--- config.mk ---
export PLATFORM = sky130hd
export DESIGN_NAME = sorted_multiset_table_core_flat
export DESIGN_NICKNAME = d
export VERILOG_FILES = /design/src/design/smt_pkg.sv /design/src/design/smt_if.sv /design/src/design/sorted_multiset_table_core.sv /design/src/flat_wrapper.sv
export SDC_FILE = /design/constraint.sdc
export NUM_CORES = 1
export LEC_CHECK = 0
export BUFFER_PORTS_ARGS = -buffer_cell sky130_fd_sc_hd__buf_2
export CAP_MARGIN = 20
export CORE_UTILIZATION = 35
export CTS_CLUSTER_DIAMETER = 150
export DETAILED_ROUTE_END_ITERATION = 10
export SLEW_MARGIN = 0
export SYNTH_ARGS = -nofsm -noshare
export SYNTH_HDL_FRONTEND = slang
export SYNTH_SLANG_ARGS = --single-unit
--- constraint.sdc ---
create_clock -name clk -period 3.7 [get_ports clk]
set_input_delay 0 -clock clk [delete_from_list [all_inputs] [get_ports clk]]
set_output_delay 0 -clock clk [all_outputs]
set_load 0.1 [all_outputs]
--- src/design/smt_pkg.sv ---
// shared types and constants for the sorted multiset table
// no dependencies; read first by the compiler
package smt_pkg;

  localparam int unsigned CAPACITY_DEF = 16;
  localparam int unsigned VALUE_W      = 32;
  localparam int unsigned COUNT_W      = 5;

  typedef enum logic [1:0] {
    OP_INSERT = 2'd0,
    OP_DELETE = 2'd1,
    OP_CLEAR  = 2'd2,
    OP_LOOKUP = 2'd3
  } op_t;

  typedef enum logic [3:0] {
    ST_IDLE = 4'b0001,
    ST_SCAN = 4'b0010,
    ST_FIN  = 4'b0100,
    ST_RESP = 4'b1000
  } state_t;

endpackage

--- src/design/smt_if.sv ---
// valid/ready channel interfaces for the sorted multiset table
// depends on smt_pkg for field widths
interface smt_in_if;
  logic                                valid;
  logic                                ready;
  logic [1:0]                          op;
  logic signed [smt_pkg::VALUE_W-1:0]  value;

  modport source (output valid, output op, output value, input ready);
  modport sink   (input valid, input op, input value, output ready);
endinterface

interface smt_out_if;
  logic                          valid;
  logic                          ready;
  logic                          found;
  logic [smt_pkg::COUNT_W-1:0]   entry_count;
  logic                          tbl_empty;
  logic                          status;

  modport source (output valid, output found, output entry_count, output tbl_empty,
                  output status, input ready);
  modport sink   (input valid, input found, input entry_count, input tbl_empty,
                  input status, output ready);
endinterface

--- src/design/sorted_multiset_table_core.sv ---
// top level of the sorted multiset table: sequencer, entry memory, result register
// depends on smt_pkg and the channel interfaces in smt_if.sv
//
// in_ch carries one operation (insert, delete all copies, clear, lookup) and a signed
// 32-bit value; each transaction yields exactly one result on out_ch with found,
// entry_count, tbl_empty and status (insert dropped, table full)
// entries sit in a registered-read memory in ascending order; one shared signed
// comparator walks the occupied entries, one per cycle, doing the match test and
// the in-place shift or compaction
// sequence: after acceptance the scan steps through the occupied entries (memory
//   read is registered), then ST_FIN does the tail write and count update and
//   ST_RESP loads the result register
// ready returns with the result, so a new transaction is taken only once the
//   last one is through
// reset: rst_n low empties the table (count to zero) and drops any result held;
//   memory contents are left as they are and never read until rewritten
// stall: in_ch.ready is high only while the sequencer is idle; a result waiting
//   on out_ch does not stop a new transaction being taken, but the sequencer
//   holds before its result stage until the output register is free
module sorted_multiset_table_core #(
  parameter int unsigned CAPACITY = smt_pkg::CAPACITY_DEF
) (
  input  logic     clk,
  input  logic     rst_n,
  smt_in_if.sink   in_ch,
  smt_out_if.source out_ch
);

  localparam int unsigned AW = (CAPACITY > 1) ? $clog2(CAPACITY) : 1;
  localparam int unsigned CW = $clog2(CAPACITY + 1);
  localparam logic [CW-1:0] CAP_C = CW'(CAPACITY);

  // entry memory, reset value undefined
  logic signed [smt_pkg::VALUE_W-1:0] mem [CAPACITY];
  logic signed [smt_pkg::VALUE_W-1:0] rdata_r;

  // sequencer state
  smt_pkg::state_t state_r, state_nxt;
  smt_pkg::op_t    op_r, op_nxt;
  logic signed [smt_pkg::VALUE_W-1:0] key_r, key_nxt;
  logic signed [smt_pkg::VALUE_W-1:0] hold_r, hold_nxt;
  logic [CW-1:0] occ_r, occ_nxt;
  logic [CW-1:0] rd_r, rd_nxt;
  logic [CW-1:0] wr_r, wr_nxt;
  logic          pend_r, pend_nxt;
  logic          found_r, found_nxt;
  logic          placed_r, placed_nxt;
  logic          full_r, full_nxt;

  // result register
  logic                        out_valid_r, out_valid_nxt;
  logic                        out_found_r, out_found_nxt;
  logic [smt_pkg::COUNT_W-1:0] out_count_r, out_count_nxt;
  logic                        out_empty_r, out_empty_nxt;
  logic                        out_status_r, out_status_nxt;

  // memory port controls
  logic                               rd_en;
  logic [AW-1:0]                      rd_addr;
  logic                               we;
  logic [AW-1:0]                      wa;
  logic signed [smt_pkg::VALUE_W-1:0] wd;

  // shared comparator on the entry just read
  logic eq_key, gt_key;
  assign eq_key = (rdata_r == key_r);
  assign gt_key = (rdata_r > key_r);

  logic in_fire, out_fire;
  assign in_fire  = in_ch.valid && in_ch.ready;
  assign out_fire = out_valid_r && out_ch.ready;

  assign in_ch.ready        = (state_r == smt_pkg::ST_IDLE);
  assign out_ch.valid       = out_valid_r;
  assign out_ch.found       = out_found_r;
  assign out_ch.entry_count = out_count_r;
  assign out_ch.tbl_empty   = out_empty_r;
  assign out_ch.status      = out_status_r;

  always_comb begin
    state_nxt      = state_r;
    op_nxt         = op_r;
    key_nxt        = key_r;
    hold_nxt       = hold_r;
    occ_nxt        = occ_r;
    rd_nxt         = rd_r;
    wr_nxt         = wr_r;
    pend_nxt       = pend_r;
    found_nxt      = found_r;
    placed_nxt     = placed_r;
    full_nxt       = full_r;
    out_valid_nxt  = out_fire ? 1'b0 : out_valid_r;
    out_found_nxt  = out_found_r;
    out_count_nxt  = out_count_r;
    out_empty_nxt  = out_empty_r;
    out_status_nxt = out_status_r;
    rd_en          = 1'b0;
    rd_addr        = rd_r[AW-1:0];
    we             = 1'b0;
    wa             = wr_r[AW-1:0];
    wd             = rdata_r;

    case (state_r)
      smt_pkg::ST_IDLE: begin
        if (in_fire) begin
          op_nxt     = smt_pkg::op_t'(in_ch.op);
          key_nxt    = in_ch.value;
          rd_nxt     = '0;
          wr_nxt     = '0;
          pend_nxt   = 1'b0;
          found_nxt  = 1'b0;
          placed_nxt = 1'b0;
          full_nxt   = (occ_r == CAP_C);
          state_nxt  = smt_pkg::ST_SCAN;
        end
      end
      smt_pkg::ST_SCAN: begin
        // issue the next read ahead of the write pointer
        if (rd_r != occ_r) begin
          rd_en    = 1'b1;
          rd_nxt   = rd_r + 1'b1;
          pend_nxt = 1'b1;
        end else begin
          pend_nxt = 1'b0;
        end
        if (pend_r) begin
          if (eq_key) begin
            found_nxt = 1'b1;
          end
          case (op_r)
            smt_pkg::OP_INSERT: begin
              if (!full_r) begin
                if (placed_r) begin
                  // ripple the held entry up one slot
                  we       = 1'b1;
                  wd       = hold_r;
                  hold_nxt = rdata_r;
                end else if (gt_key) begin
                  // first entry above the key: key goes here
                  we         = 1'b1;
                  wd         = key_r;
                  hold_nxt   = rdata_r;
                  placed_nxt = 1'b1;
                end
                wr_nxt = wr_r + 1'b1;
              end
            end
            smt_pkg::OP_DELETE: begin
              // compaction: keep every entry that is not a copy
              if (!eq_key) begin
                we     = 1'b1;
                wr_nxt = wr_r + 1'b1;
              end
            end
            default: begin
            end
          endcase
        end
        // all reads issued: the last entry (if any) is handled this cycle
        if (rd_r == occ_r) begin
          state_nxt = smt_pkg::ST_FIN;
        end
      end
      smt_pkg::ST_FIN: begin
        case (op_r)
          smt_pkg::OP_INSERT: begin
            if (!full_r) begin
              we      = 1'b1;
              wa      = occ_r[AW-1:0];
              wd      = placed_r ? hold_r : key_r;
              occ_nxt = occ_r + 1'b1;
            end
          end
          smt_pkg::OP_DELETE: occ_nxt = wr_r;
          smt_pkg::OP_CLEAR:  occ_nxt = '0;
          default: begin
          end
        endcase
        state_nxt = smt_pkg::ST_RESP;
      end
      smt_pkg::ST_RESP: begin
        if (!out_valid_r || out_ch.ready) begin
          out_valid_nxt  = 1'b1;
          out_found_nxt  = found_r;
          out_count_nxt  = smt_pkg::COUNT_W'(occ_r);
          out_empty_nxt  = (occ_r == '0);
          out_status_nxt = (op_r == smt_pkg::OP_INSERT) && full_r;
          state_nxt      = smt_pkg::ST_IDLE;
        end
      end
      default: state_nxt = smt_pkg::ST_IDLE;
    endcase
  end

  always_ff @(posedge clk) begin
    if (!rst_n) begin
      state_r     <= smt_pkg::ST_IDLE;
      occ_r       <= '0;
      pend_r      <= 1'b0;
      out_valid_r <= 1'b0;
    end else begin
      state_r     <= state_nxt;
      occ_r       <= occ_nxt;
      pend_r      <= pend_nxt;
      out_valid_r <= out_valid_nxt;
    end
  end

  always_ff @(posedge clk) begin
    op_r         <= op_nxt;
    key_r        <= key_nxt;
    hold_r       <= hold_nxt;
    rd_r         <= rd_nxt;
    wr_r         <= wr_nxt;
    found_r      <= found_nxt;
    placed_r     <= placed_nxt;
    full_r       <= full_nxt;
    out_found_r  <= out_found_nxt;
    out_count_r  <= out_count_nxt;
    out_empty_r  <= out_empty_nxt;
    out_status_r <= out_status_nxt;
  end

  // entry memory: one write, one registered read per cycle
  always_ff @(posedge clk) begin
    if (we) begin
      mem[wa] <= wd;
    end
    if (rd_en) begin
      rdata_r <= mem[rd_addr];
    end
  end

  // count never passes capacity
  a_occ_bound: assert property (@(posedge clk) disable iff (!rst_n)
    occ_r <= CAP_C)
    else $error("entry count above capacity");

  // writes during the scan stay strictly behind the read pointer
  a_write_behind: assert property (@(posedge clk) disable iff (!rst_n)
    (we && state_r == smt_pkg::ST_SCAN) |-> (wr_r < rd_r))
    else $error("scan write overtook read pointer");

  // read pointer never runs past the occupied entries
  a_read_bound: assert property (@(posedge clk) disable iff (!rst_n)
    (state_r == smt_pkg::ST_SCAN) |-> (rd_r <= occ_r))
    else $error("scan read beyond occupied entries");

  // a dropped insert only ever reports a full table
  a_drop_full: assert property (@(posedge clk) disable iff (!rst_n)
    (state_r == smt_pkg::ST_RESP && op_r == smt_pkg::OP_INSERT && full_r)
      |-> (occ_r == CAP_C))
    else $error("insert dropped without a full table");

endmodule
--- src/flat_wrapper.sv ---
// flat-port wrapper written by rule: the top's interface ports become plain ports
module sorted_multiset_table_core_flat 
#(
  parameter int unsigned CAPACITY = smt_pkg::CAPACITY_DEF
)
  (clk, rst_n, in_ch_valid, in_ch_op, in_ch_value, in_ch_ready, out_ch_valid, out_ch_found, out_ch_entry_count, out_ch_tbl_empty, out_ch_status, out_ch_ready);
  smt_in_if in_ch_i ();
  smt_out_if out_ch_i ();
  input  logic clk;
  input  logic rst_n;
  input wire logic [$bits(in_ch_i.valid)-1:0] in_ch_valid;
  input wire logic [$bits(in_ch_i.op)-1:0] in_ch_op;
  input wire logic [$bits(in_ch_i.value)-1:0] in_ch_value;
  output wire logic [$bits(in_ch_i.ready)-1:0] in_ch_ready;
  output wire logic [$bits(out_ch_i.valid)-1:0] out_ch_valid;
  output wire logic [$bits(out_ch_i.found)-1:0] out_ch_found;
  output wire logic [$bits(out_ch_i.entry_count)-1:0] out_ch_entry_count;
  output wire logic [$bits(out_ch_i.tbl_empty)-1:0] out_ch_tbl_empty;
  output wire logic [$bits(out_ch_i.status)-1:0] out_ch_status;
  input wire logic [$bits(out_ch_i.ready)-1:0] out_ch_ready;
  assign in_ch_i.valid = in_ch_valid;
  assign in_ch_i.op = in_ch_op;
  assign in_ch_i.value = in_ch_value;
  assign in_ch_ready = in_ch_i.ready;
  assign out_ch_valid = out_ch_i.valid;
  assign out_ch_found = out_ch_i.found;
  assign out_ch_entry_count = out_ch_i.entry_count;
  assign out_ch_tbl_empty = out_ch_i.tbl_empty;
  assign out_ch_status = out_ch_i.status;
  assign out_ch_i.ready = out_ch_ready;
  sorted_multiset_table_core #(.CAPACITY(CAPACITY)) u_core (.clk(clk), .rst_n(rst_n), .in_ch(in_ch_i), .out_ch(out_ch_i));
endmodule
Word level (Yosys, flattened, before mapping)
Memory sizes are Yosys's and may differ from the RTL's. A register that Yosys moved wholly into a read port is not among the register bits.
Index checks and enable logic that the tools add are counted.

word-level totals
  register bits after elaboration = 98
  latch bits = 0
  memory bits (writable) = 512
  ROM bits = 0
  input port bits = 38
  output and inout bits = 10
  word-level logic and storage cells = 117
  memories = 1

operators by class
  add/sub/neg operators = 3
  multiply operators = 0
  div/mod/pow operators = 0
  magnitude comparators = 1
  eq/ne operators = 22
  shift-type cells = 0
  mux-type cells = 53
  bitwise logic cells = 1
  reductions and logical operators = 20

memory list
  memory      words  width  rd ports  clocked after memory_dff  write ports  RTL line                          RTL
  u_core.mem  16     32     1         1                         1            sorted_multiset_table_core.sv:34  logic signed [smt_pkg::VALUE_W-1:0] mem [CAPACITY];

operators by type and width
  cell                                           number
  2-to-1 mux 32 bit                              10
  case mux 32 bit (2 select lines)               1
  == test 32 bit                                 1
  > comparator 32 bit                            1
  2-to-1 mux 5 bit                               6
  case mux 5 bit (2 select lines)                3
  2-to-1 mux 4 bit                               6
  2-to-1 mux 1 bit                               20
  case mux 4 bit (4 select lines)                1
  adder 5 x 1 -> 5 bit, second input constant    3
  case mux 5 bit (3 select lines)                1
  != test 2 x 1 -> 1 bit, second input constant  6
  case mux 1 bit (2 select lines)                5
  AND reduction 5 bit                            2
  AND reduction 3 bit                            3
  != test 2 bit, second input constant           3
  != test 3 bit, second input constant           2
  AND reduction 2 bit                            3
  AND reduction 6 bit                            1
  == test 5 bit                                  1
  == test 5 bit, second input constant           1
  zero test 5 bit                                1
  != test 5 bit                                  1
  == test 4 x 1 -> 1 bit, second input constant  1
  14 further kinds                               17

Logic depth before layout (Yosys ltp)
Gate-level depths: netlist of the first run.

  depth in word-level cells = 9
  gate-level depth with buffers = 12
  depth with buffers taken out = 9

Least setup slack after synthesis of the first run
No wires, ideal clock.

  kind = reg2reg
  from = register u_core.rdata_r[14] (netlist name) (read register of u_core.mem)
  to = memory u_core.mem[10][0] (netlist name), enable pin
  arrival time = 3.054 ns
  required time = 3.308 ns
  path slack = 0.254 ns
  cell stages (with the launch flop) = 10
  buffers on the path = 1
  period minus slack after synthesis = 3.446 ns
  path through = edfxtp_1 > ha_1 > nand4_1 > or4_1 > a21oi_1 > o31a_1 > o31ai_1 > nand3_1 > clkbuf_1 > and3_1

between the ends
  cells in the longest elaborated chain, start to end = 9
  elaborated cells on any way between the ends = 11
  classes of those cells = order compare (1); eq/ne (1); mux (9)

RTL lines
  element                                   RTL line                           RTL
  from (decl)                               sorted_multiset_table_core.sv:35   logic signed [smt_pkg::VALUE_W-1:0] rdata_r;
  > comparator 32 bit                       sorted_multiset_table_core.sv:67   assign gt_key = (rdata_r > key_r);
  2-to-1 mux 1 bit                          sorted_multiset_table_core.sv:138  end else if (gt_key) begin
  2-to-1 mux 1 bit                          sorted_multiset_table_core.sv:133  if (placed_r) begin
  2-to-1 mux 1 bit                          sorted_multiset_table_core.sv:132  if (!full_r) begin
  case mux 1 bit (2 select lines) *         sorted_multiset_table_core.sv:130  case (op_r)
  2-to-1 mux 1 bit *                        sorted_multiset_table_core.sv:126  if (pend_r) begin
  case mux 1 bit (2 select lines) *         sorted_multiset_table_core.sv:103  case (state_r)
  2-to-1 mux 1 bit *                        sorted_multiset_table_core.sv:226  if (we) begin
  2-to-1 mux 1 bit (implied by the code) *  sorted_multiset_table_core.sv:227  mem[wa] <= wd;
  to (decl)                                 sorted_multiset_table_core.sv:34

Mark *: on every way between the ends. The rest lies on a longest branch, timed or not.

Worst setup path in the final report of the first run
  from = register u_core.key_r[14] (netlist name)
  to = memory u_core.mem[8][30] (netlist name), data pin

between the ends
  cells in the longest elaborated chain, start to end = 7

RTL lines
  element                           RTL line                           RTL
  from (decl)                       sorted_multiset_table_core.sv:40   logic signed [smt_pkg::VALUE_W-1:0] key_r, key_nxt;
  from (signal assigned)            sorted_multiset_table_core.sv:211  key_r <= key_nxt;
  > comparator 32 bit               sorted_multiset_table_core.sv:67
  2-to-1 mux 32 bit                 sorted_multiset_table_core.sv:138
  2-to-1 mux 32 bit                 sorted_multiset_table_core.sv:133
  2-to-1 mux 32 bit                 sorted_multiset_table_core.sv:132
  2-to-1 mux 32 bit                 sorted_multiset_table_core.sv:130
  2-to-1 mux 32 bit                 sorted_multiset_table_core.sv:126
  case mux 32 bit (2 select lines)  sorted_multiset_table_core.sv:103
  named net u_core.wd (one bit)     sorted_multiset_table_core.sv:62   logic signed [smt_pkg::VALUE_W-1:0] wd;

The timed path passes the listed nets, and every way through them passes these cells.

==> results of run 1 <==
==> how the worst max path moves through the flow <==
stage | from | slack, ns | cells past startpoint | end
floorplan | u_core.rdata_r[14]$_DFFE_PP_ | 0.25 | 9 | u_core.mem[10][0]$_DFFE_PP_
global placement | u_core.rdata_r[12]$_DFFE_PP_ | -0.06 | 10 | u_core.mem[14][17]$_DFFE_PP_
detailed placement | u_core.rdata_r[12]$_DFFE_PP_ | -0.07 | 10 | u_core.mem[11][18]$_DFFE_PP_
CTS | u_core.key_r[14]$_DFFE_PP_ | 0.02 | 11 | u_core.mem[11][17]$_DFFE_PP_
global route | u_core.key_r[14]$_DFFE_PP_ | 0.02 | 11 | u_core.mem[14][20]$_DFFE_PP_
finish | u_core.key_r[14]$_DFFE_PP_ | 0.07 | 11 | u_core.mem[8][30]$_DFFE_PP_
==> state kept, by name (all words and copies together) (netlist names), 2 cells and up <==
name and flops:
u_core.rd_r 5, u_core.rdata_r 32, u_core.mem 512, u_core.key_r 32, u_core.wr_r 5, u_core.op_r 2, u_core.out_ch.entry_count 5, u_core.hold_r 32
u_core.occ_r 5, u_core.state_r 4
==> per-layer routing <==
layer	global-route usage, %	up-vias	share of wire (%)
li1	-	6453	-
met1	25.2	8083	42
met2	28.3	768	46
met3	5.66	169	9.2
met4	6.29	4	2.8
met5	0	-	0.11
==> per-stage QoR <==
stage                     hold slack, ns  setup TNS, ns  setup WS (ns)  std cells  area [um^2]
final                             0.0602              0         0.0739       2710        32200
after detailed placement           0.178         -17.79        -0.0736       2544        29400
after CTS                         0.0216              0         0.0177       2709        32200
after global routing              0.0427              0         0.0202       2709        32200
after floorplan                   0.0989              0          0.254       1457        27000
after global placement             0.177         -10.13        -0.0575       2544        29400
==> synth_stat cells (all sizes together) (2+ instances only) <==
| library cell | instances |
|---|---|
| o221ai | 32 |
| buf | 26 |
| dfxtp | 11 |
| o31ai | 6 |
| and2 | 4 |
| a32o | 32 |
| a21oi | 53 |
| nor2 | 22 |
| o211ai | 34 |
| xnor2 | 5 |
| nor4b | 34 |
| or4b | 2 |
| a31o | 2 |
| mux4 | 160 |
| nand3b | 4 |
| a41oi | 3 |
| ha | 38 |
| and3 | 20 |
| a211oi | 2 |
| a311oi | 4 |
| nand2b | 3 |
| mux2i | 32 |
| a31oi | 37 |
| nand3 | 15 |
| nand4 | 9 |
| o21ai | 11 |
| nor3 | 6 |
| inv | 43 |
| nand2 | 83 |
| edfxtp | 631 |
| nor2b | 6 |
| xor2 | 6 |
| clkbuf | 72 |
==> worst register-to-register path: cells and delay by family, from the launching register on <==
| kind | cells | cell delay, ns |
|---|---|---|
| buffers and inverters | 3 | 0.53 |
| adder cells (fa/ha/maj) | 1 | 0.39 |
| AO/OA/AOI/OAI | 4 | 0.89 |
| flip-flops | 1 | 0.47 |
| AND/OR/NAND/NOR | 3 | 1.08 |
==> cell type report <==
| cell class | instances | area (um^2) |
|---|---|---|
| Multi-Input combinational cell | 673 | 7280 |
| Clock inverter | 44 | 602 |
| Tap cell | 1030 | 1290 |
| Inverter | 44 | 165 |
| Antenna cell | 1 | 2.50 |
| Fill cell | 6714 | 43900 |
| Clock buffer | 80 | 1790 |
| Sequential cell | 642 | 19200 |
| Timing Repair Buffer | 196 | 1880 |
==> report_power, final <==
group	internal (mW)	switching (mW)	leakage (nW)
combinational	0.588	0.734	3.53
clock	4.19	3.03	1.16
sequential	8.07	0.0960	5.79
==> timing repair <==
item                                    4_1_cts  5_1_grt
buffers inserted                              2        0
resized for setup                             1        8
hold buffers                                 39        0
endpoints found under the hold margin        47        0
endpoints found under the setup margin      512      736
pin swaps                                     0        1
==> cell usage in the layout, fill, tap and decap left out, drive strengths merged, types with 2 or more instances in the layout <==
| cell | Yosys | routed |
|---|---|---|
| nand2b | 3 | 3 |
| bufinv | 0 | 9 |
| dlygate4sd3 | 0 | 39 |
| xnor2 | 5 | 5 |
| a32o | 32 | 32 |
| ha | 38 | 38 |
| nor2 | 22 | 22 |
| a41oi | 3 | 3 |
| edfxtp | 631 | 631 |
| inv | 43 | 46 |
| and3 | 20 | 20 |
| o31ai | 6 | 6 |
| a211oi | 2 | 2 |
| mux2i | 32 | 32 |
| nand2 | 83 | 83 |
| mux4 | 160 | 160 |
| nand4 | 9 | 9 |
| o211ai | 34 | 34 |
| a311oi | 4 | 4 |
| o21ai | 11 | 11 |
| or4b | 2 | 2 |
| a31o | 2 | 2 |
| clkinv | 1 | 30 |
| buf | 26 | 157 |
| nor3 | 6 | 6 |
| nand3b | 4 | 4 |
| and2 | 4 | 4 |
| clkinvlp | 0 | 3 |
| a21oi | 53 | 53 |
| nand3 | 15 | 15 |
| dfxtp | 11 | 11 |
| nor4b | 34 | 34 |
| a31oi | 37 | 37 |
| xor2 | 6 | 6 |
| o221ai | 32 | 32 |
| clkbuf | 72 | 80 |
| nor2b | 6 | 6 |
==> logic make-up (layout without fill, tap and decap cells) <==
family | after synthesis | in the layout | share of synthesized area [%]
other | 0 | 1 | 0
adders and majority gates | 38 | 38 | 1.76
muxes | 192 | 192 | 14.6
xor gates and xnor gates | 11 | 11 | 0.357
and+or+nand+nor | 211 | 211 | 4.20
buffers and inverters | 142 | 364 | 2.10
AOI/OAI and AO/OA | 221 | 221 | 5.94
DFF | 642 | 642 | 71.1
==> metrics.md, run 1 <==
| Metric | Value |
|---|---|
| R2r setup slk | 0.07 ns |
| Drt via density | 5.71 |
| Die footprint | 0.0782 mm^2 |
| Crit path largest cell delay | 0.64 ns |
| Worst Hold Class | input pin to flip-flop |
| Final Slew Violations | 0 |
| Largest net degree at the start of global routing | 51 |
| CTS tree | yes |
| Number of remaining DRC errors | 0 |
| Slew @ Worst Pin | 0.932 ns |
| Final Skew | 0.0408 ns |
| Floorplan row count | 101 |
| TritonCTS Buffers | 70 |
| Port Buf Inserts | 47 |
| Hold Crit Depth | 2 |
| Crit path max fanout | 20 |
| Period utilization | 98.0% |
| Root Buffer | clkbuf_16 |
| Hold Path Origin | in_ch_value[5] |
| EDFF count, synth | 631 |
| Max clock buf depth | 3 |
| Final HPWL DP | 42500 um |
| Initial antenna violation count | 2 |
| CP required | 4.07 ns |
| # IOs | 48 |
| Worst R2R Start | u_core.key_r[14]$_DFFE_PP_ |
| Die H | 280 um |
| Worst Setup Start Kind | flip-flop |
| Pre-Repair DR Iteration Count | 7 |
| Slowest library cell on the worst path | or4_1 |
| Max Clock Freq | 0.276 GHz |
| Slew HR | 37.9% |
| Post-layout util | 42.3% |
| Layout area overhead | 19.4% |
| Area leader, netlist | edfxtp_1 |
| Leakage Power | 10.5 nW |
| Status | finished clean |
| Starting density of the core | 35.4% |
| Worst R2R End | u_core.mem[8][30]$_DFFE_PP_ |
| Clock Pin Slew Worst Setup and Hold Paths | 0.06 ns |
| Clk Latency, worst-skew pair | 0.65 ns |
| Final Hold Fails | 0 |
| Routability cong. | 0.784 |
| Yosys reg bits | 642 |
| Vias in the first global route | 15584 |
| Via count | 15477 |
| Buffers and inverters on the worst path | 3 |
| Top_reg_cell synth | edfxtp_1 |
| Synth unique cells | 49 |
| RSZ-0062 raised after global routing | false |
| Cells after Synth | 1457 |
| Final WL | 72400 um |
| Total power | 16.7 mW |
| Crit end category | flip-flop |
| VDD IR max | 0.421 mV |
| H-Tree Depth | 3 |
| Core area | 0.0761 mm^2 |
| Top cells by area, synth | edfxtp_1 70%, mux4_2 13%, ha_1 1.8% |
| GRT overflow | 0 |
| Final #Nets | 1703 |
| Die Span X | 280 um |
| Area of the mapped netlist | 0.0270 mm^2 |
| Critical path type | flip-flop to flip-flop |
| End of the worst hold path | u_core.key_r[5]$_DFFE_PP_ |
| Crit-path leading delay family | simple AND/OR/NAND/NOR gates |
| Max-cap violation count | 0 |
| Area share of the largest cell type after synthesis | 70.3% |
| Yosys warnings | 0 |
| Setup violators final | 0 |
| ANT nets after route | 0 |
| Pwr Density | 519 mW/mm^2 |
| Critical Path AT | 4.00 ns |
| 1st-iter DRT viols | 1853 |
| Fraction of layout cells with a size suffix above 1 | 27.0% |
| Syn Nets | 1533 |
| GR Util All Layers | 18.6% |
| Post-synthesis async set-or-reset flop share | 0% |
| Register area share after synthesis | 71.1% |
| CTS sink cnt | 642 |
| Syn Area/Cell | 18.5 um^2 |
| Cells along the critical path | inv_1 > ha_1 > nand4_1 > or4_1 > a21oi_1 > o31a_1 > or3_4 > buf_12 > a32o_1 > o221ai_1 > buf_4 |
| Minimum clock period after layout | 3.63 ns |
| Drt wl/cell | 26.7 um |
| Global-route wire length before repair | 105000 um |
| R2R cell count | 11 |
(Power assumes the default switching activity.)
==> run 2: changes to the inputs <==
--- a/config.mk
+++ b/config.mk
@@ -5,11 +5,13 @@
 export SDC_FILE = /design/constraint.sdc
 export NUM_CORES = 1
 export LEC_CHECK = 0
+export ABC_AREA = 1
 export BUFFER_PORTS_ARGS = -buffer_cell sky130_fd_sc_hd__buf_2
 export CAP_MARGIN = 20
 export CORE_UTILIZATION = 35
 export CTS_CLUSTER_DIAMETER = 150
 export DETAILED_ROUTE_END_ITERATION = 10
+export GPL_ROUTABILITY_DRIVEN = 0
 export SLEW_MARGIN = 0
 export SYNTH_ARGS = -nofsm -noshare
 export SYNTH_HDL_FRONTEND = slang
==> metrics.md, run 2 <==
| Metric | Value |
|---|---|
| Vias in the first global route | 17622 (+13%) |
| Via count | 18110 (+17%) |
| NetSw | 4.01 mW (+3.9%) |
| Final WL | 70100 um (-3.2%) |
| Slew @ Worst Pin | 1.04 ns (+0.107 ns) |
| EDFF count, synth | 631 (unchanged) |
| Area leader, netlist | edfxtp_1 |
| Final Skew | 0.0226 ns (-0.0182 ns) |
| Largest net degree at the start of global routing | 105 (+110%) |
| CTS tree | yes |
| Area of the mapped netlist | 0.0276 mm^2 (+2.2%) |
| Most frequent cells in the layout | 631 x edfxtp_1, 379 x nand2_1, 340 x nor2_1 |
| CP required | 3.85 ns (-0.22 ns) |
| RSZ-0062 raised after global routing | false |
| Area share of the largest cell type after synthesis | 68.8% (-1.5 points) |
| Number of remaining DRC errors | 0 (unchanged) |
| Period utilization | 90.7% (-7.3 points) |
| Count leader, synth | edfxtp_1 |
| Top cells by area, synth | edfxtp_1 69%, nand2_1 5.2%, nor2_1 4.9% |
| Yosys reg bits | 642 (unchanged) |
| Pre-CTS setup slack | 0.352 ns (+0.425 ns) |
| Sequential share of power | 50.7% (+1.8 points) |
| Floorplan row count | 102 (+0.99%) |
| Final Slew Violations | 0 (unchanged) |
| Final #Nets | 2488 (+46%) |
| GRT overflow | 0 (unchanged) |
| Synth unique cells | 38 (-22%) |
| Post-Route Setup TNS | 0 ns (unchanged) |
| R2R cell count | 15 (+4) |
| Drt wl/cell | 20.0 um (-25%) |
| Cells after Synth | 2333 (+60%) |
| Minimum clock period after layout | 3.36 ns (-0.271 ns) |
| Max clock buf depth | 3 (unchanged) |
| Hold Crit Depth | 2 (unchanged) |
| Leakage Power | 11.7 nW (+11%) |
| Register area share after synthesis | 69.6% (-1.5 points) |
| GR Util All Layers | 17.7% (-0.88 points) |
| Biggest register | u_core.mem |
| Syn Nets | 2409 (+57%) |
| Power share of the combinational group | 10.1% (+2.2 points) |
| Post-synthesis async set-or-reset flop share | 0% (unchanged) |
| Global-route wire length before repair | 107000 um (+1.9%) |
| Root Buffer | clkbuf_16 |
| TritonCTS Buffers | 66 (-5.7%) |
| Sw Ratio | 24.9% (+1.8 points) |
| Die footprint | 0.0798 mm^2 (+2.2%) |
| Initial antenna violation count | 2 (unchanged) |
| Commonest non-fill, non-tap cell in the layout | edfxtp_1 |
| Clock power frac | 39.2% (-4.0 points) |
| Starting density of the core | 35.5% (about the same) |
| H-Tree Depth | 3 (unchanged) |
| Critical path type | flip-flop to flip-flop |
| Layout area overhead | 15.4% |
| Critical Path AT | 3.50 ns (-0.50 ns) |
| Setup WS post-layout | 0.345 ns (+0.271 ns) |
| Crit end category | flip-flop |
| Pwr Density | 507 mW/mm^2 (-2.4%) |
| Setup violators final | 0 (unchanged) |
| Final Hold Fails | 0 (unchanged) |
| # IOs | 48 (unchanged) |
| Antenna Cells | 0 (-1) |
| Top_reg_cell synth | edfxtp_1 |
| CTS sink cnt | 642 (unchanged) |
| Resized Gates After CTS | 0 (-1) |
| ANT nets after route | 0 (unchanged) |
| Worst Setup Start Kind | flip-flop |
| Max reg flops | 512 (unchanged) |
| Most frequent cells after synthesis | 631 x edfxtp_1, 379 x nand2_1, 358 x nor2_1, 217 x inv_1, 175 x o21ai_0 |
| Die Span X | 283 um (+1.1%) |
| Status | finished clean |
| Clk Latency, worst-skew pair | 0.61 ns (-0.04 ns) |
| Core area | 0.0777 mm^2 (+2.2%) |
| Syn Area/Cell | 11.8 um^2 (-36%) |
| Yosys warnings | 0 (unchanged) |
| Fraction of layout cells with a size suffix above 1 | 9.22% (-18 points) |
| Max-cap violation count | 0 (unchanged) |
| Die H | 283 um (+1.1%) |
| Drt via density | 5.17 (-9.5%) |
| 1st-iter DRT viols | 1766 (-4.7%) |
| Pre-Repair DR Iteration Count | 7 (unchanged) |
| Worst Hold Class | input pin to flip-flop |
| Port Buf Inserts | 47 (unchanged) |
| Final HPWL DP | 42400 um (about the same) |
| Crit path max fanout | 30 (+50%) |
| Slew HR | 30.6% (-7.3 points) |
| Total internal power | 12.1 mW (-5.9%) |
| Clock Pin Slew Worst Setup and Hold Paths | 0.06 ns (about the same) |
| VDD IR max | 0.250 mV (-41%) |
| Max Clock Freq | 0.298 GHz (+8.1%) |
## run 2: cell type report
class,count,area (um^2)
multi-input combinational,1339,7140
fill,7157,45900
clock buffer,83,1780
timing repair buffer,142,1320
inverter,221,835
clock inverter,35,239
tap,1040,1300
sequential,642,19200
## run 2: power by group through the flow
| stage | clock network [mW] | registers, mW | logic, mW |
|---|---|---|---|
| 2_1_floorplan | 0 | 8.29 | 1.02 |
| 3_3_place_gp | 0 | 8.31 | 1.56 |
| 3_5_place_dp | 0 | 8.31 | 1.59 |
| 4_1_cts | 6.42 | 8.16 | 1.63 |
| 5_1_grt | 6.68 | 8.17 | 1.79 |
| 6_report | 6.31 | 8.16 | 1.63 |
## run 2: final timing paths
kind / start / endpoint / slack [ns]
worst min register to register: u_core.found_r$_DFFE_PP_ / u_core.out_ch.found$_DFFE_PP_ / 0.45
worst max-delay path: u_core.rdata_r[31]$_DFFE_PP_ / u_core.mem[3][10]$_DFFE_PP_ / 0.34
worst min-delay path: in_ch_value[3] / u_core.key_r[3]$_DFFE_PP_ / 0.12
worst max register to register: u_core.rdata_r[31]$_DFFE_PP_ / u_core.mem[3][10]$_DFFE_PP_ / 0.34
## run 2: timing repair
action                    CTS  global route
hold endpoints to repair   47             0
buffers inserted            0             0
hold buffers               38             0
## run 2: metrics by stage
step,power [mW],instance area [um^2],utilization [%],hold slack (ns),instances
floorplan,9.30,27600,-,0.0989,2333
global route,16.6,31800,40.9,0.108,3502
global placement,9.88,29400,37.8,0.180,3346
CTS,16.2,31800,40.9,0.0842,3502
detailed placement,9.90,29400,37.8,0.179,3346
finish,16.1,31800,40.9,0.117,3502
## run 2: cells by family (layout without fill, tap and decap cells)
kind of cell	count (synthesis)	after routing	synth area share, %
adders and majority gates	38	38	1.73
buffers and inverters	352	481	5.01
xor gates and xnor gates	2	2	0.0636
AOI/OAI and AO/OA	425	425	9.88
DFF	642	642	69.6
and+or+nand+nor	821	821	11.8
muxes	53	53	1.93
## run 2: per-layer routing
metal | part of all wire (%) | vias up | routed length, um | GRT usage [%]
met1 | 45 | 8927 | 31400 | 25.1
li1 | - | 8445 | - | -
met3 | 7.9 | 103 | 5510 | 3.39
met2 | 45 | 633 | 31700 | 27.6
met5 | 0.010 | - | 7 | 0
met4 | 2.0 | 2 | 1400 | 4.80
## run 2: worst max-delay path, cell delays in order (launching register included)
cell	delay, ns
edfxtp_1	0.43
ha_1	0.37
nand2_1	0.10
nor2_1	0.15
nand2_1	0.19
nor4_4	0.21
nand2_1	0.17
nand3_1	0.15
nand3_4	0.11
nand2_4	0.10
buf_12	0.21
nand2_1	0.07
nand2_1	0.06
nand2_1	0.04
nand2_1	0.05
nand2_1	0.44
